`src/sv/assert_macros.svh`:
```
// Assertion helpers clocked on aclk and held off during reset.
`ifndef ASSERT_MACROS_SVH
`define ASSERT_MACROS_SVH

// Same-cycle implication.
`define AHT_ASSERT_NOW(lbl, ante, cons, msg) \
    lbl: assert property (@(posedge aclk) disable iff (!aresetn) (ante) |-> (cons)) \
        else $error(msg);

// Next-cycle implication.
`define AHT_ASSERT_NXT(lbl, ante, cons, msg) \
    lbl: assert property (@(posedge aclk) disable iff (!aresetn) (ante) |=> (cons)) \
        else $error(msg);

`endif

```
`src/sv/aht_pkg.sv`:
```
`timescale 1ns / 1ps

package aht_pkg;

    localparam int BUCKETS   = 1024;
    localparam int WAYS      = 4;
    localparam int SLOTS     = BUCKETS * WAYS;
    localparam int BUCKET_W  = $clog2(BUCKETS);
    localparam int WAY_W     = $clog2(WAYS);
    localparam int ADDR_W    = 48;
    localparam int COUNT_W   = 32;
    localparam int IDX_W     = 12;

    localparam logic [COUNT_W-1:0] COUNT_MAX = '1;

    localparam logic CMD_COUNT = 1'b0;
    localparam logic CMD_READ  = 1'b1;

    typedef struct packed {
        logic               valid;
        logic [ADDR_W-1:0]  addr;
        logic [COUNT_W-1:0] count;
    } entry_t;

    typedef entry_t [WAYS-1:0] row_t;

    typedef struct packed {
        logic [ADDR_W-1:0]  addr;
        logic [COUNT_W-1:0] count;
        logic               valid;
        logic               was_new;
        logic               bucket_full;
        logic               saturated;
    } result_t;

    typedef enum logic [1:0] {
        ST_CLEAR,
        ST_IDLE,
        ST_LOOKUP
    } state_t;

endpackage

```
`src/sv/aht_update.sv`:
```
`timescale 1ns / 1ps

module aht_update (
    input  aht_pkg::row_t                     row,
    input  logic                              command,
    input  logic [aht_pkg::ADDR_W-1:0]        address,
    input  logic [aht_pkg::WAY_W-1:0]         way,
    input  logic                              in_range,
    output aht_pkg::row_t                     new_row,
    output logic                              we,
    output aht_pkg::result_t                  result
);

    logic                        hit_found;
    logic                        free_found;
    logic [aht_pkg::WAY_W-1:0]   hit_way;
    logic [aht_pkg::WAY_W-1:0]   free_way;
    logic [aht_pkg::WAY_W-1:0]   sel_way;
    aht_pkg::entry_t             sel;
    aht_pkg::entry_t             rd;
    logic [aht_pkg::COUNT_W-1:0] base_count;
    logic                        sat;

    // Pick the first matching way and the first free way.
    always_comb begin
        hit_found  = 1'b0;
        free_found = 1'b0;
        hit_way    = '0;
        free_way   = '0;
        for (int w = 0; w < aht_pkg::WAYS; w++) begin
            if (row[w].valid) begin
                if (!hit_found && row[w].addr == address) begin
                    hit_found = 1'b1;
                    hit_way   = aht_pkg::WAY_W'(w);
                end
            end else if (!free_found) begin
                free_found = 1'b1;
                free_way   = aht_pkg::WAY_W'(w);
            end
        end
    end

    always_comb begin
        sel_way    = hit_found ? hit_way : free_way;
        base_count = hit_found ? row[sel_way].count : '0;
        sat        = (base_count == aht_pkg::COUNT_MAX);
        sel.valid  = 1'b1;
        sel.addr   = address;
        sel.count  = sat ? base_count : base_count + 1'b1;
        rd         = row[way];

        new_row = row;
        we      = 1'b0;
        result  = '0;

        if (command == aht_pkg::CMD_READ) begin
            if (in_range && rd.valid) begin
                result.addr      = rd.addr;
                result.count     = rd.count;
                result.valid     = 1'b1;
                result.saturated = (rd.count == aht_pkg::COUNT_MAX);
            end
        end else if (hit_found || free_found) begin
            new_row[sel_way] = sel;
            we               = 1'b1;
            result.addr      = address;
            result.count     = sel.count;
            result.valid     = 1'b1;
            result.was_new   = !hit_found;
            result.saturated = sat;
        end else begin
            result.bucket_full = 1'b1;
        end
    end

endmodule

```
`config.mk`:
```
export PLATFORM = sky130hd
export DESIGN_NAME = aht_update
export DESIGN_NICKNAME = d
export VERILOG_FILES = /design/src/sv/assert_macros.svh /design/src/sv/aht_pkg.sv /design/src/sv/aht_update.sv
export SDC_FILE = /design/constraint.sdc
export NUM_CORES = 1
export LEC_CHECK = 0
export BUFFER_PORTS_ARGS = -buffer_cell sky130_fd_sc_hd__buf_2
export CAP_MARGIN = 15
export CORE_AREA = 2 2 308 310
export DETAILED_ROUTE_END_ITERATION = 8
export DIE_AREA = 0 0 310 312
export PLACE_DENSITY = 0.34
export SLEW_MARGIN = 20
export SYNTH_ARGS = -nofsm -noshare
export SYNTH_HDL_FRONTEND = slang
export SYNTH_SLANG_ARGS = --single-unit
```
`constraint.sdc`:
```
create_clock -name vclk -period 7.5
set_clock_uncertainty 0.15 [all_clocks]
set_input_delay 1.5 -clock vclk [all_inputs]
set_output_delay 1.5 -clock vclk [all_outputs]
set_load 0.01 [all_outputs]
```
==> results of run 1 <==
[layer usage]
metal  track usage (%)  vias to the layer above  share of wire [%]
li1                  -                     9740                  -
met1              32.6                    10880                 40
met2              48.6                     1090                 50
met3              3.71                      166                6.5
met4              4.51                       14                2.7
met5                 0                        -              0.072
[worst paths after layout]
kind           end  slack [ns]
max   new_row[175]       -0.11
min   new_row[313]        3.17
[cells by family (layout without fill, tap and decap cells)]
logic type / count (synthesis) / in the layout
other: 0 / 9
multiplexers: 105 / 105
XOR/XNOR: 222 / 222
buffers and inverters: 208 / 1414
adder cells (fa/ha/maj): 1 / 1
AND/OR/NAND/NOR: 1170 / 1172
AO/OA/AOI/OAI: 348 / 348
[cells in the mapped netlist (all sizes together) (4+ instances only)]
library cell  instances  area, µm²
and3                  6       37.5
a41o                  4       40.0
nand3b               17        128
nor4b                12        111
nor2                 93        349
nor4                 93        639
and4                  6       52.6
or2                  10       62.6
o22a                  5       43.8
o2111ai              15        131
o211ai               10       80.1
mux2i                 5       50.1
mux4                 80       1800
or3                  14       92.6
o21ai               148        741
clkbuf              115        433
mux2                 20        225
nand4                66        425
xnor2                90        788
o31ai                15        113
nand2               737       2770
o22ai                 7       43.8
inv                  13       48.8
a21o                  7       52.6
and2                  4       25.0
buf                  80        522
a21oi                30        150
o21a                  5       37.5
a22o                 54        473
nor3                 35        180
nand3                29        150
xor2                132       1160
o32a                  8       80.1
o221ai               17        149
or4                  15        120
nand4b                4       41.3
nand2b               13       81.3
[final cells by class]
class	instances	area, µm²
well taps	1254	1570
multi-input cells	1848	14900
fillers	10612	66800
inverters	13	48.8
diodes	9	22.5
repair buffers	1401	9640
[power by group]
| group | switching, W | leakage (nW) | internal, W |
|---|---|---|---|
| combinational | 0.000957 | 12.1 | 0.000656 |
| sequential | 0 | 0 | 0 |
| clock | 0 | 0.0000570 | 0.000000000162 |
[through the flow]
step	total power, W	hold WS (ns)	util [%]	TNS, ns
final	0.00161	3.17	28.2	-1.13
after global routing	0.00169	3.20	28.2	-11.99
after CTS	0.00151	3.17	25.6	-0.247
after detailed placement	0.00142	3.18	23.3	-58.29
after global placement	0.00143	3.18	23.3	-61.62
after floorplan	0.000562	2.97	-	0
[layout by cell type, fill, tap and decap left out, types with 12 or more instances in the layout]
master	n
a21oi_1	21
a22o_1	54
buf_12	31
buf_2	719
buf_4	542
buf_6	90
inv_1	12
mux2_4	12
mux4_2	80
nand2_1	732
nand3_1	21
nand3b_1	17
nand4_1	64
nor2_1	84
nor3_1	24
nor4_1	25
nor4_2	40
nor4_4	28
o21ai_0	72
o21ai_1	45
o21ai_2	22
xnor2_1	44
xnor2_2	31
xnor2_4	15
xor2_1	60
xor2_2	42
xor2_4	30
[what timing repair did]
item	in CTS	in global routing
pin swaps	84	96
gates resized for setup	303	406
setup endpoints to repair	160	155
gates cloned	4	3
buffers inserted	45	65
==> results.json, run 1 <==
{
  "drv_slew": 0,
  "cp_max_fo": 8,
  "required_ns": 5.85,
  "crit_family": "simple AND/OR/NAND/NOR gates",
  "drc": 0,
  "hpwl_mm": 113,
  "dr.pass1.iters": 5,
  "cts_hold_buf": 0,
  "synth.avg_cell_area_um2": 6.23,
  "syn_area_mm2": 0.0128,
  "slowest_delay_ns": 0.53,
  "rsz0062_at_grt": "true",
  "avgRoutedWirePerCell_um": 30.0,
  "drt_iter0_drc": 1452,
  "areaGrowthSynthToFinish_pct": 105,
  "row_count": 112,
  "hp-start": "row[313]",
  "drive_gt1_share_pct": 57.1,
  "path_class": "in -> out",
  "die-height_um": 312,
  "fmax_mhz": 131,
  "hold_violations": 0,
  "cp_cell_sequence": "buf_8 -> buf_6 -> xor2_4 -> nor4_2 -> nand4_1 -> buf_4 -> or4_4 -> buf_6 -> o31ai_4 -> nand2_4 -> buf_12 -> buf_8 -> o211ai_1 -> nor4_2 -> and3_4 -> and4bb_1 -> buf_12 -> buf_6 -> nor4_4 -> xor2_1 -> buf_4 -> buf_4 -> o21ai_1 -> buf_4",
  "fin_crit_ns": 7.61,
  "dieArea_mm2": 0.0967,
  "ys.warnings.count": 0,
  "holdPathStages": 4,
  "placed_area_mm2": 0.0217,
  "ant_nets": 0,
  "p_leak_nw": 12.1,
  "register_area_um2": 0,
  "die_x_um": 310,
  "yosys.area_share.simple_pct": 42.4,
  "p_per_area_mw_per_mm2": 61.5,
  "grt_overflow_total": 0,
  "synthCells": 2054,
  "cp-end-kind": "output pin",
  "clock_buffers": 0,
  "critPathArrivalTime_ns": 5.96,
  "ys_seq_area_share_pct": 0,
  "synth_top_family_by_area": "simple AND/OR/NAND/NOR gates",
  "routed_via_density": 4.84,
  "synth_mux_area_share_pct": 16.2,
  "synth-compound-area-share_pct": 18.2,
  "dp.cells": 4428,
  "core_mm2": 0.0930,
  "violations": "setup timing",
  "fin_crit_sh_pct": 101,
  "fin_ws_ns": -0.107,
  "place_congestion": 0.943,
  "place_ws_ns": -0.738,
  "cp.buffers_inverters": 11,
  "crit_path_start": "address[38]",
  "fin_nets": 3641,
  "grt_pass1_vias": 21220,
  "drt_wl_total_mm": 136,
  "path_depth": 24,
  "grt.total_usage_pct": 26.4,
  "final_cell_area_mm2": 0.0262,
  "min_path_type": "in -> out",
  "antenna_found_initial": 30,
  "grt_pass1_wl_mm": 180,
  "setup.worst_path.start_class": "primary input",
  "io_pins": 785,
  "maxCapViolCount": 0,
  "place.port_buffers": 785,
  "seq_cells": 0,
  "grt_max_degree": 81,
  "vias": 21890,
  "synthAdderAreaFrac_pct": 0.0978,
  "fin_cells": 4525,
  "peakVddDrop_v": 0.0000289,
  "cpMaxStageDelayCell": "or4_4",
  "worstMarginPinSlew_ns": 1.06,
  "critical_path.most_common_cell": "buf_4",
  "syn-num-nets": 2431,
  "setup_viol": 33,
  "synthXorXnorAreaFrac_pct": 15.2,
  "initial_utilization_pct": 13.7,
  "slew-limit-headroom_pct": 29.4,
  "outcome": "complete, but fails checks",
  "yosysUniqueCellTypes": 78
}
(Power assumes the default switching activity.)
==> run 2: changes to the inputs <==
--- a/config.mk
+++ b/config.mk
@@ -10,6 +10,7 @@
 export CORE_AREA = 2 2 308 310
 export DETAILED_ROUTE_END_ITERATION = 8
 export DIE_AREA = 0 0 310 312
+export GPL_TIMING_DRIVEN = 0
 export PLACE_DENSITY = 0.34
 export SLEW_MARGIN = 20
 export SYNTH_ARGS = -nofsm -noshare
==> results.json, run 2 (same netlist as run 1, synthesis figures left out) <==
{
  "comb_power_share_pct": 100.0,
  "grt_pass1_wl_mm": 196,
  "routed_via_density": 5.08,
  "grt_pass1_vias": 21270,
  "register_area_um2": 0,
  "fin_nets": 3316,
  "grt.total_usage_pct": 29.7,
  "p_clk_share_pct": 0,
  "ant_nets": 0,
  "hpwl_mm": 124,
  "final_cell_area_mm2": 0.0241,
  "seq_cells": 0,
  "setup_viol": 111,
  "fillers": 10702,
  "dr.pass1.iters": 6,
  "hold_end": "new_row[233]",
  "hold_violations": 0,
  "grt_overflow_total": 0,
  "antenna_found_initial": 30,
  "violations": "setup timing",
  "drc": 0,
  "setup.worst_path.start_class": "primary input",
  "fin_util_pct": 25.9,
  "maxCapViolCount": 0,
  "worstMarginPinSlew_ns": 1.18,
  "busiest_layer": "met2",
  "path_class": "in -> out",
  "met1_usage_pct": 36.6,
  "slew-limit-headroom_pct": 21.6,
  "p_leak_nw": 10.6,
  "clock_buffers": 0,
  "final_common_cell": "nand2_1",
  "place_congestion": 0.990,
  "peakVddDrop_v": 0.0000389,
  "fmax_mhz": 129,
  "fin_crit_sh_pct": 103,
  "cp-end-kind": "output pin",
  "min_path_type": "in -> out",
  "fin_tns_setup_ns": -12.32,
  "fin_ws_ns": -0.256,
  "avgRoutedWirePerCell_um": 35.8,
  "holdPathStages": 4,
  "areaGrowthSynthToFinish_pct": 88.8,
  "met3_usage_pct": 4.90,
  "drv_slew": 0,
  "drive_gt1_share_pct": 50.7,
  "fin_crit_ns": 7.76,
  "internal_power_w": 0.000563,
  "vias": 21366,
  "rsz0062_at_grt": "true",
  "hp-start": "row[233]",
  "outcome": "complete, but fails checks",
  "power_switching_w": 0.000975,
  "met2_usage_pct": 51.1,
  "required_ns": 5.85,
  "switching_share_pct": 63.4,
  "cp_max_fo": 9,
  "initial_utilization_pct": 13.7,
  "placed_area_mm2": 0.0182,
  "crit_path_start": "address[13]",
  "die-height_um": 312,
  "final_cell_mix": "nand2_1, buf_2, buf_4",
  "drt_iter0_drc": 1942,
  "grt_max_degree": 14,
  "critPathArrivalTime_ns": 6.11,
  "seq_power_share_pct": 0,
  "row_count": 112,
  "dieArea_mm2": 0.0967,
  "io_pins": 785,
  "drt_wl_total_mm": 151,
  "p_per_area_mw_per_mm2": 63.7,
  "place.port_buffers": 734,
  "core_mm2": 0.0930,
  "die_x_um": 310
}
run 2: worst max-delay path, stage by stage:
cell and delay, ns:
buf_8 0.14, xor2_4 0.21, nor4_2 0.29, nand4_1 0.14
or4_4 0.59, buf_12 0.16, buf_6 0.11, and4b_1 0.17
buf_6 0.14, buf_12 0.13, nor4_4 0.35, ha_4 0.21
o2111ai_4 0.13, buf_6 0.16, nor4b_4 0.19, buf_4 0.18
o2111ai_4 0.21, nor4_4 0.41, xnor2_2 0.20, mux2_4 0.31
buf_6 0.12
run 2: power groups by stage:
| stage | logic, W | registers (W) | clock network [W] |
|---|---|---|---|
| finish | 0.00154 | 0 | 0.000000000233 |
| global route | 0.00161 | 0 | 0.000000000108 |
| CTS | 0.00149 | 0 | 0 |
| detailed placement | 0.00129 | 0 | 0 |
| global placement | 0.00129 | 0 | 0 |
| floorplan | 0.000562 | 0 | 0 |
run 2: per-stage QoR:
step | std cells | total power (W) | hold slack [ns] | worst slack [ns]
2_1_floorplan | 2054 | 0.000562 | 2.97 | 0.0325
3_3_place_gp | 4042 | 0.00129 | 3.18 | -3.90
3_5_place_dp | 4047 | 0.00129 | 3.18 | -3.32
4_1_cts | 4177 | 0.00149 | 3.18 | -0.183
5_1_grt | 4197 | 0.00161 | 3.19 | -0.350
6_report | 4206 | 0.00154 | 3.16 | -0.256
run 2: what timing repair did:
action                                  CTS  global route
endpoints found under the setup margin  407           249
buffers inserted                        134            14
pin swaps                               130            71
cloned                                    5             1
resized for setup                       666           209
hold endpoints to repair                  0             0
hold buffers                              0             0
run 2: layout make-up:
cell class	count	area [µm²]	area share, %
multi-input cells	1846	15400	63.9
repair buffers	891	5470	22.7
plain buffers	187	1590	6.57
well taps	1254	1570	6.50
inverters	13	48.8	0.202
diodes	15	37.5	0.155
run 2: how the worst max path moves through the flow:
stage	to	slack, ns	cells past startpoint
5_1_grt	new_row[265]	-0.35	22
3_5_place_dp	new_row[251]	-3.32	19
2_1_floorplan	new_row[249]	0.03	19
3_3_place_gp	new_row[239]	-3.90	18
4_1_cts	new_row[251]	-0.18	23
6_report	new_row[192]	-0.26	21
run 2: per-layer routing:
layer | vias to the layer above | wire length [µm] | part of all wire, %
met4 | 12 | 7410 | 4.9
met2 | 1303 | 72500 | 48
met1 | 10646 | 59900 | 40
li1 | 9111 | - | -
met5 | - | 76 | 0.050
met3 | 294 | 10700 | 7.1
==> run 3: changes to the inputs <==
--- a/config.mk
+++ b/config.mk
@@ -7,9 +7,9 @@
 export LEC_CHECK = 0
 export BUFFER_PORTS_ARGS = -buffer_cell sky130_fd_sc_hd__buf_2
 export CAP_MARGIN = 15
-export CORE_AREA = 2 2 308 310
+export CORE_AREA = 2 2 310 312
 export DETAILED_ROUTE_END_ITERATION = 8
-export DIE_AREA = 0 0 310 312
+export DIE_AREA = 0 0 312 314
 export GPL_TIMING_DRIVEN = 0
 export PLACE_DENSITY = 0.34
 export SLEW_MARGIN = 20
==> results.json, run 3 (same netlist as run 1, synthesis figures left out) <==
{
  "outcome": "complete, but fails checks",
  "violations": "setup timing",
  "worstMarginPinSlew_ns": 1.20,
  "crit_path_start": "address[38]",
  "ant_nets": 0,
  "place_ws_ns": -2.97,
  "areaGrowthSynthToFinish_pct": 94.9,
  "rsz0062_at_grt": "true",
  "fin_ws_ns": -0.233,
  "place.port_buffers": 734,
  "dp.cells": 4056,
  "peakVddDrop_v": 0.0000318,
  "place_congestion": 0.973,
  "initial_utilization_pct": 13.5,
  "hp-start": "row[281]",
  "final_common_cell": "nand2_1",
  "hold_end": "new_row[281]",
  "dr.pass1.iters": 5,
  "holdPathStages": 4,
  "drt_iter0_drc": 1964,
  "die_x_um": 312,
  "maxCapViolCount": 0,
  "dieArea_mm2": 0.0980,
  "critPathArrivalTime_ns": 6.08,
  "p_leak_nw": 10.9,
  "cp_cell_sequence": "buf_6 -> xor2_4 -> nor4_2 -> nand4_1 -> nor4_4 -> buf_6 -> buf_6 -> buf_8 -> and3b_4 -> buf_6 -> o31ai_2 -> nand3_1 -> or4_4 -> nor4b_4 -> buf_4 -> o2111ai_4 -> buf_12 -> nor4_4 -> xnor2_2 -> mux2_4 -> buf_6",
  "seq_cells": 0,
  "register_area_um2": 0,
  "critical_path.most_common_cell": "buf_6",
  "min_path_type": "in -> out",
  "cpMaxStageDelayCell": "or4_4",
  "path_class": "in -> out",
  "setup_viol": 120,
  "fin_crit_sh_pct": 103,
  "drive_gt1_share_pct": 52.3,
  "grt_overflow_total": 0,
  "clock_buffers": 0,
  "die-height_um": 314,
  "setup.worst_path.start_class": "primary input",
  "hold_violations": 0,
  "io_pins": 785,
  "required_ns": 5.85,
  "fin_crit_ns": 7.73,
  "avgRoutedWirePerCell_um": 35.6,
  "grt.total_usage_pct": 29.0,
  "slowest_delay_ns": 0.58,
  "fin_cells": 4246,
  "hpwl_mm": 124,
  "vias": 21459,
  "cp-end-kind": "output pin",
  "core_mm2": 0.0944,
  "grt_max_degree": 11,
  "fin_nets": 3347,
  "antenna_found_initial": 32,
  "slew-limit-headroom_pct": 19.8,
  "cp_max_fo": 9,
  "grt_pass1_wl_mm": 196,
  "fillers": 10734,
  "drt_wl_total_mm": 151,
  "drv_slew": 0,
  "row_count": 113,
  "routed_via_density": 5.05,
  "cts_hold_buf": 0,
  "p_per_area_mw_per_mm2": 63.4,
  "grt_pass1_vias": 20905,
  "drc": 0,
  "fin_util_pct": 26.4,
  "fmax_mhz": 129,
  "final_cell_mix": "nand2_1, buf_2, buf_4"
}
## run 3: changes by cell type in the layout (fill, tap and decap cells not counted), sizes merged
cell	delta
clkbuf	-3
buf	+36
diode	-2
bufbuf	-2
## run 3: area by class of cell
type               count  area (µm²)  area share [%]
multi-input cells   1846       15800            63.2
plain buffers        184        1610            6.45
diodes                13        32.5           0.130
well taps           1265        1580            6.35
repair buffers       925        5900            23.7
inverters             13        48.8           0.196
## run 3: stage by stage
step	setup TNS [ns]	hold WS (ns)	cell area, µm²	power, W
2_1_floorplan	0	2.97	12800	0.000562
3_3_place_gp	-1115.03	3.18	18100	0.00129
3_5_place_dp	-773.45	3.19	18200	0.00129
4_1_cts	-5.48	3.18	22300	0.00148
5_1_grt	-24.62	3.18	24900	0.00164
6_report	-12.57	3.16	24900	0.00158
## run 3: worst max path at each step
stage / slack (ns) / end
floorplan: 0.03 / new_row[249]
global placement: -3.58 / new_row[233]
detailed placement: -2.97 / new_row[87]
CTS: -0.16 / new_row[251]
global route: -0.35 / new_row[192]
finish: -0.23 / new_row[192]
## run 3: where the power goes
part / internal, W / total, W / switching (W)
Combinational: 0.000589 / 0.00158 / 0.000991
Clock: 0.000000000214 / 0.000000000214 / 0
Sequential: 0 / 0 / 0
## run 3: metal layers
metal	GRT usage, %	vias to the layer above	part of all wire, %	wire length (µm)
met5	0	-	0.041	62
met4	10.2	10	4.9	7390
met3	4.62	265	6.8	10300
met2	52.0	1288	49	74500
met1	35.1	10741	39	58900
li1	-	9155	-	-
## run 3: worst max-delay path, delay by kind of cell
kind | cells | cell delay, ns
muxes | 1 | 0.30
AOI/OAI and AO/OA | 2 | 0.29
xor gates and xnor gates | 2 | 0.42
and+or+nand+nor | 8 | 2.39
buffers and inverters | 8 | 1.15
## run 3: repair_timing
item	CTS	global route
resized for setup	575	472
pin swaps	124	129
endpoints found under the setup margin	407	263
buffers inserted	107	83
cloned	0	3
