File: config.mk
export PLATFORM = sky130hd
export DESIGN_NAME = aht_ram
export DESIGN_NICKNAME = d
export VERILOG_FILES = /design/src/sv/assert_macros.svh /design/src/sv/aht_ram.sv
export SDC_FILE = /design/constraint.sdc
export NUM_CORES = 1
export LEC_CHECK = 0
export BUFFER_PORTS_ARGS = -buffer_cell sky130_fd_sc_hd__buf_2
export CAP_MARGIN = 0
export CELL_PAD_IN_SITES_DETAIL_PLACEMENT = 1
export CELL_PAD_IN_SITES_GLOBAL_PLACEMENT = 2
export CORE_UTILIZATION = 40
export DETAILED_ROUTE_END_ITERATION = 6
export PLACE_DENSITY_LB_ADDON = 0.1
export REMOVE_ABC_BUFFERS = 1
export SETUP_SLACK_MARGIN = 0.2
export SYNTH_ARGS = -nofsm -noshare
export SYNTH_HDL_FRONTEND = slang
export SYNTH_SLANG_ARGS = --single-unit
File: constraint.sdc
create_clock -name aclk -period 2.9 [get_ports aclk]
set_clock_uncertainty 0.2 [all_clocks]
set_input_delay 0.725 -clock aclk [delete_from_list [all_inputs] [get_ports aclk]]
set_output_delay 0.725 -clock aclk [all_outputs]
set_load 0.01 [all_outputs]
File: src/sv/assert_macros.svh
// Assertion helpers clocked on aclk and held off during reset.
`ifndef ASSERT_MACROS_SVH
`define ASSERT_MACROS_SVH

// Same-cycle implication.
`define AHT_ASSERT_NOW(lbl, ante, cons, msg) \
    lbl: assert property (@(posedge aclk) disable iff (!aresetn) (ante) |-> (cons)) \
        else $error(msg);

// Next-cycle implication.
`define AHT_ASSERT_NXT(lbl, ante, cons, msg) \
    lbl: assert property (@(posedge aclk) disable iff (!aresetn) (ante) |=> (cons)) \
        else $error(msg);

`endif

File: src/sv/aht_ram.sv
`timescale 1ns / 1ps

module aht_ram #(
    parameter int DATA_W = 8,
    parameter int ADDR_W = 4
) (
    input  logic              aclk,
    input  logic              we,
    input  logic [ADDR_W-1:0] waddr,
    input  logic [DATA_W-1:0] wdata,
    input  logic              re,
    input  logic [ADDR_W-1:0] raddr,
    output logic [DATA_W-1:0] rdata
);

    localparam int DEPTH = 2 ** ADDR_W;

    logic [DATA_W-1:0] mem [DEPTH];
    logic [DATA_W-1:0] rdata_reg;

    always_ff @(posedge aclk) begin
        if (we) begin
            mem[waddr] <= wdata;
        end
        if (re) begin
            rdata_reg <= mem[raddr];
        end
    end

    assign rdata = rdata_reg;

endmodule

==> results.md, run 1 <==
- The run finished with clean final reports.
- The clock passes through at most 2 buffers.
- The setup total negative slack is 0 ns.
- Counting flops and latches in the post-synthesis netlist gives 136.
- IR analysis of the VDD net gives a maximum drop of 0.386 mV.
- The number of antenna diodes in the final layout is 0.
- The transition time at the pin with the least slew margin is 0.444 ns.
- The initial antenna violation count is 0.
- The worst pin sits at a relative slew slack of 70.4%.
- The later pin in the worst-skew pair is clocked with a latency of 0.41 ns.
- In this run the cell area of the synthesized design comes to 5230 um2.
- The first-pass detailed-route iteration total is 4.
- In this run the tool buffered the top-level ports with 26 buffer cells.
- CTS built an H-tree with a depth of 4.
- The type of the most critical hold path is primary input to flip-flop.
- The number of top-level pins is 27.
- Setup violations remaining at the end of the flow were counted as 0.
- The CTS tree is built.
- The number of nets at the end of the flow is 304.
- The count of cell types in the netlist is 18.
- The fraction of the yosys area taken by sequential cells is 78.1%.
- After detailed placement, the total cell area comes to 5670 um2.
- The number of buffers inserted by hold repair at cts is 0.
- The final worst-path cycle share is 73.7%.
- The floorplan step defined a core boundary enclosing 12,700 um2.
- The clock buffer count from CTS is 17.
- The final HPWL from detailed placement is 6.70 mm.
- The worst path required time is 2.85 ns.
- The first global-routing pass estimated 16.0 mm of wire.
- CTS saw 136 sinks.
- Once the floorplan was initialized, standard cells occupied 41.3% of the core.
- The die covers 13,500 um2.
- After detailed routing, the average wire length per cell comes to 22.5 um.
- The total power density per cell area is 722 nW/um2.
- Summed over all layers, the global routing overflow is 0.
- The remaining antenna violation count after routing is 0.
- The count of standard-cell rows is 41.
- The capturing element type of the critical path is a flip-flop.
- The leakage power figure is 2.11 nW.
- Timing analysis after detailed placement gives a worst setup slack of 0.322 ns.
- The worst endpoint data arrival time is 2.09 ns.
- The critical path class is primary input to flip-flop.
- CTS placed an instance of sky130_fd_sc_hd__clkbuf_16 at the clock tree root.
- After the first detailed-routing iteration, the DRC count stood at 154.
- The ratio of routed vias to standard cells is 5.22.
- During synthesis, Yosys emitted a total of 0 warnings.
- The via count of the first global-routing pass was 2,629.
- The number of gates resized after CTS was 0.
- The mean cell area of the mapped netlist is 22.8 um2.
- The global-route total usage across every layer is 17.9%.
- The total power draw is 4.50 mW.
- From bottom edge to top edge, the die measures 116 um.
- Across the run, the number of max-cap violations was 0.
- In the layout the commonest cells are 136 x sky130_fd_sc_hd__edfxtp_1, 26 x sky130_fd_sc_hd__buf_2, 19 x sky130_fd_sc_hd__buf_4.
- The number of flip-flops in the largest register is 128.
- Once layout is done, the placed cells without fillers occupy 6230 um2.
- The most common library cell in the layout ignoring fill and taps is sky130_fd_sc_hd__edfxtp_1.
- At the end of routability-driven placement, the weighted congestion stood at 0.657.
- The final number of max-transition violations is 0.
- Based on the critical path, the design can be clocked at up to 0.468 GHz.
- For this run, design rule violations remaining after detail routing come to 0.
- The pin count of the biggest net entering global routing is 33.
- The biggest fanout along the worst timing path is 9.
- The final critical path time including I/O delays and setup is 2.14 ns.
- Compared with the post-synthesis result, the final layout area differs by 19.2%.
- The clock slew seen by the registers of the worst setup and hold paths is 0.06 ns.
- Once routing completed, OpenROAD measured the worst setup slack at 0.763 ns.
- The number of instances in the synthesized netlist is 229.
- Setup repair after global routing left no endpoint under its margin.
- The worst setup path is launched from a primary input.
- For this block, the routed nets add up to 10.6 mm of wire.
- The final hold violation count is 0.
- In this run the post-CTS setup repair buffer count came out at 0.
- The die is 116 um wide.
- Across all layers, the routed design uses 2,447 vias.
- The fraction of final layout cells sized beyond drive strength 1 is 31.0%.
## cells by family (layout without fill, tap and decap cells)
group,after synthesis,after routing,share of synthesized area [%]
and+or+nand+nor,35,35,3.14
muxes,32,32,14.8
AOI/OAI and AO/OA,16,16,2.30
buffers and inverters,10,78,1.65
DFF,136,136,78.1
## per-stage QoR
step	instances	util, %	hold WS (ns)
CTS	469	49.2	0.487
global route	469	49.2	0.487
global placement	438	44.7	0.534
floorplan	219	-	0.505
detailed placement	438	44.7	0.548
finish	469	49.2	0.499
## worst max-delay path, stage by stage
cell,delay (ns)
sky130_fd_sc_hd__buf_2,0.17
sky130_fd_sc_hd__buf_4,0.24
sky130_fd_sc_hd__mux4_1,0.60
sky130_fd_sc_hd__a22oi_1,0.26
sky130_fd_sc_hd__nand2_1,0.09
## power breakdown
group | leakage (nW) | internal (mW) | switching [mW]
clock network | 0.283 | 1.32 | 0.747
logic | 0.593 | 0.0883 | 0.118
registers | 1.24 | 2.22 | 0.0126
## metal layers
layer | wire, um | vias up | part of all wire (%) | GRT usage, %
li1 | - | 1093 | - | -
met2 | 5320 | 58 | 50 | 27.8
met3 | 514 | 8 | 4.9 | 4.77
met4 | 107 | 0 | 1.0 | 8.21
met1 | 4610 | 1288 | 44 | 23.8
met5 | 0 | - | 0 | 0
## Yosys cell counts (all sizes together)
library cell	instances	area [um2]
edfxtp	136	4080
buf	7	56.3
nor2b	1	6.26
nor3	4	20.0
nand3	1	5.00
nand2	9	33.8
nand2b	2	12.5
mux4	32	773
nor2	13	48.8
clkdlybuf4s25	3	30.0
and2b	1	7.51
or3b	1	8.76
nand3b	2	15.0
a22oi	16	120
and2	1	6.26
## final timing paths
path                   from    endpoint  depth (start not counted)  slack, ns
setup reg to reg  mem[1][3]    rdata[3]                          3       1.22
setup / recovery   raddr[0]    rdata[3]                          5       0.76
hold / removal     wdata[0]  mem[13][0]                          1       0.50
hold reg to reg   mem[8][2]    rdata[2]                          3       0.55
## layout make-up
cell class | instances | area [um2]
flip-flops and latches | 136 | 4080
well taps | 172 | 215
repair buffers | 47 | 313
clock inverters | 14 | 139
clock buffers | 17 | 425
multi-input cells | 83 | 1060
fillers | 1178 | 6440
Note: power is estimated with default switching activity, not from simulation.
==> run 2: changes to the inputs <==
--- a/config.mk
+++ b/config.mk
@@ -5,6 +5,7 @@
 export SDC_FILE = /design/constraint.sdc
 export NUM_CORES = 1
 export LEC_CHECK = 0
+export ABC_AREA = 1
 export BUFFER_PORTS_ARGS = -buffer_cell sky130_fd_sc_hd__buf_2
 export CAP_MARGIN = 0
 export CELL_PAD_IN_SITES_DETAIL_PLACEMENT = 1
==> constraint.sdc (replaced) <==
create_clock -name aclk -period 2.15 [get_ports aclk]
set_clock_uncertainty 0.2 [all_clocks]
set_input_delay 0.5375 -clock aclk [delete_from_list [all_inputs] [get_ports aclk]]
set_output_delay 0.5375 -clock aclk [all_outputs]
set_load 0.01 [all_outputs]
==> run 2 against run 1 <==
Global-route usage grew 3.5 points. Largest cell class unchanged. Utilization shrank 0.92 points. Die area increased by 12%. Flip-flop and latch count did not move. Sequential share of layout area down 5.5 points. Final cell count up 68%. First-iteration DRC count increased by 29%. Critical path depth shrank 4. Critical path type is now flip-flop to output port.
==> results.md, run 2 <==
- The footprint of the flip-flops and latches is 4080 um2 (unchanged).
- The total power density per cell area is 894 nW/um2 (was 722 nW/um2).
- Worst path cell trace: buf_2 (was buf_2, buf_4, mux4_1, a22oi_1, nand2_1).
- The setup total negative slack is 0 ns (unchanged).
- The maximum buffer depth of the clock tree came to 2 (unchanged).
- The endpoint of the lowest-slack register-to-register path is rdata[1] (was rdata[3]).
- The type of the most critical hold path is primary input to flip-flop (unchanged).
- The largest voltage drop on the vdd net is 0.492 mV (was 0.386 mV).
- The end point of the worst hold path is rdata[2] (was mem[13][0]).
- The critical-path cell with the highest stage delay was sky130_fd_sc_hd__edfxtp_1 (was sky130_fd_sc_hd__mux4_1).
- The most common library cell in the layout ignoring fill and taps is sky130_fd_sc_hd__nand2_1 (was sky130_fd_sc_hd__edfxtp_1).
- The start of the worst register-to-register path is mem[1][1] (was mem[1][3]).
- The number of enable-type register cells in the synthesized netlist came to 136 (unchanged).
- The clock network power share came to 44.4% (was 45.9%).
- The post-CTS repair timing setup buffer count is 0 (unchanged).
- The leading area contributor after synthesis is sky130_fd_sc_hd__edfxtp_1 (unchanged).
- The worst path required time is 1.41 ns (was 2.85 ns).
- The total power draw came to 6.08 mW (was 4.50 mW).
- The area of combinational cells with multiple inputs came to 1210 um2 (was 1060 um2).
- The share of Yosys cell area claimed by the top area cell type came to 69.8% (was 78.1%).
- The met2 wire length is 7.20 mm (was 5.32 mm).
- The register bit count reported by yosys came to 136 (unchanged).
- The final core utilization is 48.3% (was 49.2%).
- Unrepaired setup endpoints after global routing: false (unchanged).
- The ratio of routed vias to standard cells was 4.94 (was 5.22).
- The count of port buffers added during placement is 26 (unchanged).
- The share of async-settable or async-resettable flops after synthesis is 0% (unchanged).
- The count of standard-cell rows is 43 (was 41).
- The final weighted congestion in routability-driven placement is 0.726 (was 0.657).
- The clock slew seen by the registers of the worst setup and hold paths is 0.06 ns (about the same).
- The biggest fanout along the worst timing path is 1 (was 9).
- Largest cells by area after synthesis: sky130_fd_sc_hd__edfxtp_1 70%, sky130_fd_sc_hd__nand2_1 11%, sky130_fd_sc_hd__nand3_1 8.3%, sky130_fd_sc_hd__inv_1 6.4%, sky130_fd_sc_hd__buf_6 1.2% (was sky130_fd_sc_hd__edfxtp_1 78%, sky130_fd_sc_hd__mux4_2 7.8%, sky130_fd_sc_hd__mux4_1 7.0%, sky130_fd_sc_hd__a22oi_1 2.3%, sky130_fd_sc_hd__nor2_1 0.93%).
- Dividing the final minimum period by the clock period gives 81.9%.
- Based on the critical path, the design can be clocked at up to 0.568 GHz.
- The total wirelength of the detailed-routed design is 14.7 mm (was 10.6 mm).
- The number of flip-flops in the largest register was 128 (unchanged).
- The core footprint is 14,100 um2 (was 12,700 um2).
- The total length of routed met3 wires was 312 um (was 514 um).
- The total buffers and inverters traversed by the critical path came to 1 (was 2).
- The final worst-path setup slack is 0.389 ns (was 0.763 ns).
- The number of cells in the finished layout apart from fillers is 790 (was 469).
- The fraction of final layout cells sized beyond drive strength 1 is 12.8% (was 31.0%).
- The kind of cell adding the most delay to the critical path was flip-flops (was multiplexers).
- The worst relative slew slack is 57.1% (was 70.4%).
- The global-route total usage across every layer is 21.4% (was 17.9%).
- The clock tree root driver cell is sky130_fd_sc_hd__clkbuf_16 (unchanged).
- Most frequent cells after synthesis: 173 x sky130_fd_sc_hd__nand2_1, 136 x sky130_fd_sc_hd__edfxtp_1, 100 x sky130_fd_sc_hd__inv_1 (was 136 x sky130_fd_sc_hd__edfxtp_1, 18 x sky130_fd_sc_hd__mux4_2, 16 x sky130_fd_sc_hd__a22oi_1).
- The count of cell types in the netlist is 11 (was 18).
- The mean cell area of the mapped netlist is 10.6 um2 (was 22.8 um2).
- Most used cells in the layout excluding fill and tap cells: 173 x sky130_fd_sc_hd__nand2_1, 136 x sky130_fd_sc_hd__edfxtp_1, 100 x sky130_fd_sc_hd__inv_1 (was 136 x sky130_fd_sc_hd__edfxtp_1, 26 x sky130_fd_sc_hd__buf_2, 19 x sky130_fd_sc_hd__buf_4).
- The sequential share of power is 49.5% (about the same).
- The clock insertion delay at the later pin of the skew report is 0.42 ns (was 0.41 ns).
- The via count of the first global-routing pass is 3,975 (was 2,629).
- The filler cell count is 1,571 (was 1,178).
- The first-pass detailed-route iteration total came to 4 (unchanged).
- The number of top-level pins came to 27 (unchanged).
- The CTS tree is built (unchanged).
- Outcome: complete, no violations (unchanged).
- The netlist area before placement is 5850 um2 (was 5230 um2).
- The switching portion of total power is 21.5% (was 19.5%).
- The fraction of the yosys area taken by sequential cells is 69.8% (was 78.1%).
- The wire length per cell is 18.6 um (was 22.5 um).
- The number of clock sinks was 136 (unchanged).
- The final count of negative-setup-slack endpoints is 0 (unchanged).
- The transition time at the pin with the least slew margin came to 0.642 ns (was 0.444 ns).
- The leakage power figure is 2.94 nW (was 2.11 nW).
- The total overflow reported by the global router is 0 (unchanged).
- The number of design rule violations left after detail routing was 0 (unchanged).
- The minimum setup slack among reg-to-reg paths came to 0.82 ns (was 1.22 ns).
- The worst path in the final design needs a cycle of 1.76 ns, including I/O delays and setup.
- The x dimension of the die is 123 um (was 116 um).
- The clock buffer count from CTS is 17 (unchanged).
- The count of cells along the worst hold path is 1 (unchanged).
- The routed metal-1 wire length is 6.91 mm (was 4.61 mm).
- The most frequent cell after synthesis is sky130_fd_sc_hd__nand2_1 (was sky130_fd_sc_hd__edfxtp_1).
- The number of H-tree levels was 4 (unchanged).
- The worst endpoint data arrival time is 1.02 ns (was 2.09 ns).
- The cell-internal power was 4.77 mW (was 3.62 mW).
- The worst slack after detailed placement is 0.150 ns (was 0.322 ns).
- The area of the die is 15,100 um2 (was 13,500 um2).
- The pin count of the biggest net entering global routing was 57 (was 33).
- The delay of the slowest cell on the worst path is 0.44 ns (was 0.60 ns).
- The launch point of the worst hold path was re (was wdata[0]).
- The capturing element type of the critical path was an output port (was flip-flop).
- The category of the worst setup path launch point is a flip-flop (was primary input).
- The height of the die was 123 um (was 116 um).
- The routed via count is 3,901 (was 2,447).
- The number of violations of the max-capacitance limit is 0 (unchanged).
- The number of cells in the design after placement was 758 (was 438).
- The remaining antenna violation count after routing was 0 (unchanged).
- The relative area change from synthesis to final layout was 16.4% (was 19.2%).
- The final HPWL from detailed placement is 9.53 mm (was 6.70 mm).
- The number of design-rule violations left by the first detailed-router iteration is 199 (was 154).
- The final number of max-transition violations is 0 (unchanged).
- The number of instances in the synthesized netlist was 551 (was 229).
- The starting density of the core came to 41.5% (was 41.3%).
- The post-CTS resize count was 0 (unchanged).
- The number of cells traversed by the worst register-to-register path is 6 (was 3).
- The number of nets at the end of the flow is 616 (was 304).
- The final hold violation count was 0 (unchanged).
- The power share of the combinational group is 6.2% (was 4.6%).
- The net load switching power is 1.31 mW (was 0.877 mW).
- The critical path class is flip-flop to output port (was primary input to flip-flop).
- The number of buffers inserted by hold repair at cts is 0 (unchanged).
- The most instantiated flip-flop cell in the synthesis netlist is sky130_fd_sc_hd__edfxtp_1 (unchanged).
- The initial antenna violation count is 0 (unchanged).
- The antenna cell count is 0 (unchanged).
- The highest metal layer with signal wires is met4 (unchanged).
- The global-route wire length before repair is 22.3 mm (was 16.0 mm).
- The count of synthesis-stage warnings from yosys is 0 (unchanged).
==> run 2: cell types whose count changed after synthesis, moves of 10 or more <==
cell                      before  now
sky130_fd_sc_hd__buf_2         3   13
sky130_fd_sc_hd__nand2_1       9  173
sky130_fd_sc_hd__mux4_1       14    0
sky130_fd_sc_hd__mux4_2       18    0
sky130_fd_sc_hd__a22oi_1      16    0
sky130_fd_sc_hd__nand3_1       1   97
sky130_fd_sc_hd__inv_1         0  100
==> run 2: worst register-to-register path, stage by stage (launching register included) <==
cell                       delay (ns)
sky130_fd_sc_hd__edfxtp_1        0.38
sky130_fd_sc_hd__inv_1           0.07
sky130_fd_sc_hd__nand2_1         0.06
sky130_fd_sc_hd__nand3_1         0.11
sky130_fd_sc_hd__nand3_1         0.10
sky130_fd_sc_hd__nand3_1         0.12
sky130_fd_sc_hd__nand2_1         0.06
==> run 2: layer usage <==
metal  global-route usage [%]  up-vias
li1                         -     1869
met1                     27.6     1962
met2                     35.3       51
met3                     4.38       19
met4                     8.92        0
met5                        0        -
==> run 2: cell type report <==
| class | count | area share [%] |
|---|---|---|
| Multi-Input combinational cell | 289 | 17.8 |
| Sequential cell | 136 | 60.0 |
| Clock buffer | 19 | 6.36 |
| Timing Repair Buffer | 51 | 5.22 |
| Tap cell | 180 | 3.31 |
| Clock inverter | 13 | 1.64 |
| Inverter | 102 | 5.63 |
==> run 2: worst max path at each step <==
stage,from,depth (start not counted),endpoint
final,rdata[3],1,rdata[3]
after detailed placement,raddr[1],6,rdata[6]
after floorplan,raddr[0],6,rdata[2]
after global placement,raddr[1],6,rdata[6]
after CTS,rdata[1],1,rdata[1]
after global routing,rdata[1],1,rdata[1]
==> run 2: cells by family (layout without fill, tap and decap cells) <==
| logic type | Yosys count | in the layout | synth area share, % |
|---|---|---|---|
| buffers and inverters | 126 | 185 | 9.39 |
| flip-flops | 136 | 136 | 69.8 |
| AND/OR/NAND/NOR | 289 | 289 | 20.8 |
==> run 2: power by group through the flow <==
stage | Sequential [mW] | Clock [mW] | Combinational (mW)
detailed placement | 3.06 | 0 | 0.381
global route | 3.01 | 2.85 | 0.419
CTS | 3.01 | 2.76 | 0.384
finish | 3.01 | 2.70 | 0.374
global placement | 3.06 | 0 | 0.373
floorplan | 3.06 | 0 | 0.160
==> run 2: through the flow <==
step / cell area, um2 / hold slack [ns]
4_1_cts: 6810 / 0.283
3_3_place_gp: 6260 / 0.544
3_5_place_dp: 6260 / 0.559
5_1_grt: 6810 / 0.290
2_1_floorplan: 5680 / 0.436
6_report: 6810 / 0.303
==> run 3: changes to the inputs <==
--- a/config.mk
+++ b/config.mk
@@ -5,7 +5,7 @@
 export SDC_FILE = /design/constraint.sdc
 export NUM_CORES = 1
 export LEC_CHECK = 0
-export ABC_AREA = 1
+export ABC_AREA = 0
 export BUFFER_PORTS_ARGS = -buffer_cell sky130_fd_sc_hd__buf_2
 export CAP_MARGIN = 0
 export CELL_PAD_IN_SITES_DETAIL_PLACEMENT = 1
==> constraint.sdc (replaced) <==
create_clock -name aclk -period 1.4 [get_ports aclk]
set_clock_uncertainty 0.2 [all_clocks]
set_input_delay 0.35 -clock aclk [delete_from_list [all_inputs] [get_ports aclk]]
set_output_delay 0.35 -clock aclk [all_outputs]
set_load 0.01 [all_outputs]
==> run 3 against run 2 <==
The flow now finishes with violations (setup timing). Via count fell by 35%. Routed wire length decreased by 26%. First-iteration DRC count down 34%. Clock power rose by 43%. Largest power group unchanged.
==> results.md, run 3 (synthesis gave the netlist of run 1 again) <==
- The fraction of final layout cells sized beyond drive strength 1 was 44.5% (was 12.8%).
- The routed via count is 2,552 (was 3,901).
- The number of nets at the end of the flow was 326 (was 616).
- The clock network power share is 42.8% (was 44.4%).
- Outcome: finished with violations (was complete, no violations).
- The biggest fanout along the worst timing path was 6 (was 1).
- The clock slew seen by the registers of the worst setup and hold paths is 0.05 ns (was 0.06 ns).
- The x dimension of the die is 116 um (was 123 um).
- The global-route total usage across every layer came to 17.8% (was 21.4%).
- The critical-path cell with the highest stage delay is sky130_fd_sc_hd__mux4_2 (was sky130_fd_sc_hd__edfxtp_1).
- The clock buffer count from CTS was 17 (unchanged).
- The delay of the slowest cell on the worst path is 0.50 ns (was 0.44 ns).
- The worst relative slew slack was 40.7% (was 57.1%).
- The antenna cell count is 0 (unchanged).
- The final count of negative-setup-slack endpoints is 16 (was 0).
- The remaining antenna violation count after routing is 0 (unchanged).
- The category of the worst setup path launch point is a primary input (was flip-flop).
- The final weighted congestion in routability-driven placement is 0.704 (was 0.726).
- The height of the die came to 116 um (was 123 um).
- The clock tree root driver cell is sky130_fd_sc_hd__clkbuf_16 (unchanged).
- Worst path cell trace: buf_4, buf_12, buf_12, buf_12, mux4_2, a22oi_1, nand2_1 (was buf_2).
- The first-pass detailed-route iteration total is 4 (unchanged).
- The total power density per cell area is 1380 nW/um2 (was 894 nW/um2).
- The number of cells in the design after placement was 455 (was 758).
- The power share of the combinational group was 6.1% (was 6.2%).
- The setup total negative slack is -2.31 ns (was 0 ns).
- The number of top-level pins is 27 (unchanged).
- The checks that failed: setup timing.
- Subtracting the final worst setup slack from the clock period gives 1.66 ns.
- The total non-filler cell area in the finished layout came to 6560 um2 (was 6810 um2).
- The wire length per cell was 22.2 um (was 18.6 um).
- The initial antenna violation count came to 0 (unchanged).
- The clock insertion delay at the later pin of the skew report is 0.41 ns (was 0.42 ns).
- The highest clock frequency the design can meet is 0.602 GHz.
- The starting density of the core is 41.3% (was 41.5%).
- The final worst-path setup slack is -0.262 ns (was 0.389 ns).
- The worst slack after detailed placement is -0.766 ns (was 0.150 ns).
- The number of flip-flops in the largest register is 128 (unchanged).
- The CTS tree is built (unchanged).
- The most common library cell in the layout ignoring fill and taps is sky130_fd_sc_hd__edfxtp_1 (was sky130_fd_sc_hd__nand2_1).
- The count of standard-cell rows came to 41 (was 43).
- The number of cells in the finished layout apart from fillers is 489 (was 790).
- The switching portion of total power was 19.9% (was 21.5%).
- Dividing the final minimum period by the clock period gives 119%.
- The core footprint is 12,700 um2 (was 14,100 um2).
- The area of the die came to 13,500 um2 (was 15,100 um2).
- Most used cells in the layout excluding fill and tap cells: 136 x sky130_fd_sc_hd__edfxtp_1, 27 x sky130_fd_sc_hd__mux4_2, 22 x sky130_fd_sc_hd__buf_2 (was 173 x sky130_fd_sc_hd__nand2_1, 136 x sky130_fd_sc_hd__edfxtp_1, 100 x sky130_fd_sc_hd__inv_1).
- The maximum buffer depth of the clock tree is 2 (unchanged).
- The relative area change from synthesis to final layout was 25.5% (was 16.4%).
- The critical path class was primary input to flip-flop (was flip-flop to output port).
- The number of design rule violations left after detail routing came to 0 (unchanged).
- The final core utilization is 51.8% (was 48.3%).
- The number of design-rule violations left by the first detailed-router iteration is 131 (was 199).
- The placed instance area came to 5810 um2 (was 6260 um2).
- The final HPWL from detailed placement is 7.02 mm (was 9.53 mm).
- The filler cell count came to 1,147 (was 1,571).
- Unrepaired setup endpoints after global routing: true (was false).
- The number of clock sinks is 136 (unchanged).
- The number of H-tree levels was 4 (unchanged).
- The pin count of the biggest net entering global routing was 17 (was 57).
- The capturing element type of the critical path is a flip-flop (was output port).
- The via count of the first global-routing pass is 2,679 (was 3,975).
- The type of the most critical hold path is primary input to flip-flop (unchanged).
- The net load switching power is 1.80 mW (was 1.31 mW).
- The area of combinational cells with multiple inputs came to 1130 um2 (was 1210 um2).
- The largest voltage drop on the vdd net is 0.854 mV (was 0.492 mV).
- The worst path required time is 1.35 ns (was 1.41 ns).
- The global-route wire length before repair was 16.2 mm (was 22.3 mm).
- The final number of max-transition violations came to 0 (unchanged).
- The cell-internal power is 7.24 mW (was 4.77 mW).
- The ratio of routed vias to standard cells is 5.22 (was 4.94).
- The number of buffers inserted by hold repair at cts is 0 (unchanged).
- The number of violations of the max-capacitance limit is 0 (unchanged).
- The transition time at the pin with the least slew margin is 0.887 ns (was 0.642 ns).
- The total wirelength of the detailed-routed design was 10.9 mm (was 14.7 mm).
- The total overflow reported by the global router was 0 (unchanged).
- The cell that appears most often on the critical path is sky130_fd_sc_hd__buf_12.
- The count of port buffers added during placement is 26 (unchanged).
- The leakage power figure is 2.20 nW (was 2.94 nW).
- The sequential share of power is 51.1% (was 49.5%).
- The worst endpoint data arrival time is 1.61 ns (was 1.02 ns).
- The final hold violation count is 0 (unchanged).
- The footprint of the flip-flops and latches was 4080 um2 (unchanged).
-- run 3: cell count changes in the layout (fill, tap and decap cells not counted), sizes merged, moves of 16 or more --
cell / change
nand2: -164
inv: -102
nand3: -96
mux4: +32
buf: +18
a22oi: +16
-- run 3: cell type report --
| type | count | area share, % |
|---|---|---|
| Sequential cell | 136 | 62.2 |
| Multi-Input combinational cell | 83 | 17.2 |
| Timing Repair Buffer | 69 | 9.69 |
| Clock buffer | 22 | 6.77 |
| Tap cell | 172 | 3.28 |
| Clock inverter | 7 | 0.858 |
-- run 3: power groups by stage --
| stage | Sequential [mW] | Combinational (mW) | Clock [mW] |
|---|---|---|---|
| 6_report | 4.62 | 0.552 | 3.87 |
| 5_1_grt | 4.62 | 0.596 | 4.08 |
| 4_1_cts | 4.62 | 0.543 | 3.92 |
| 3_5_place_dp | 4.70 | 0.483 | 0 |
| 3_3_place_gp | 4.69 | 0.475 | 0 |
| 2_1_floorplan | 4.70 | 0.183 | 0 |
-- run 3: per-stage QoR --
| stage | hold slack, ns | total power [mW] |
|---|---|---|
| floorplan | 0.249 | 4.88 |
| global placement | 0.528 | 5.17 |
| detailed placement | 0.544 | 5.18 |
| CTS | 0.112 | 9.08 |
| global route | 0.119 | 9.30 |
| finish | 0.116 | 9.04 |
-- run 3: worst max-delay path, delay by kind of cell --
family | cells | cell delay [ns]
mux | 1 | 0.50
simple gates | 1 | 0.08
compound gates | 1 | 0.18
buf+inv | 4 | 0.50
-- run 3: timing repair --
action,4_1_cts,5_1_grt
gates resized for setup,36,26
setup buffers,2,2
pin swaps,8,7
gates cloned,1,0
endpoints found under the setup margin,96,128
-- run 3: metal layers --
layer | routed length (um) | track usage [%] | part of all wire, % | up-vias
met3 | 302 | 3.84 | 2.8 | 17
met2 | 5650 | 29.9 | 52 | 60
met4 | 195 | 8.46 | 1.8 | 0
met5 | 0 | 0 | 0 | -
met1 | 4710 | 22.1 | 43 | 1346
li1 | - | - | - | 1129
-- run 3: final timing paths --
check	slack, ns	startpoint	to	cells past startpoint
max	-0.26	raddr[0]	rdata[0]	7
min	0.12	wdata[4]	mem[14][4]	1
max reg2reg	-0.25	mem[3][7]	rdata[7]	4
min reg2reg	0.56	mem[5][1]	rdata[1]	3
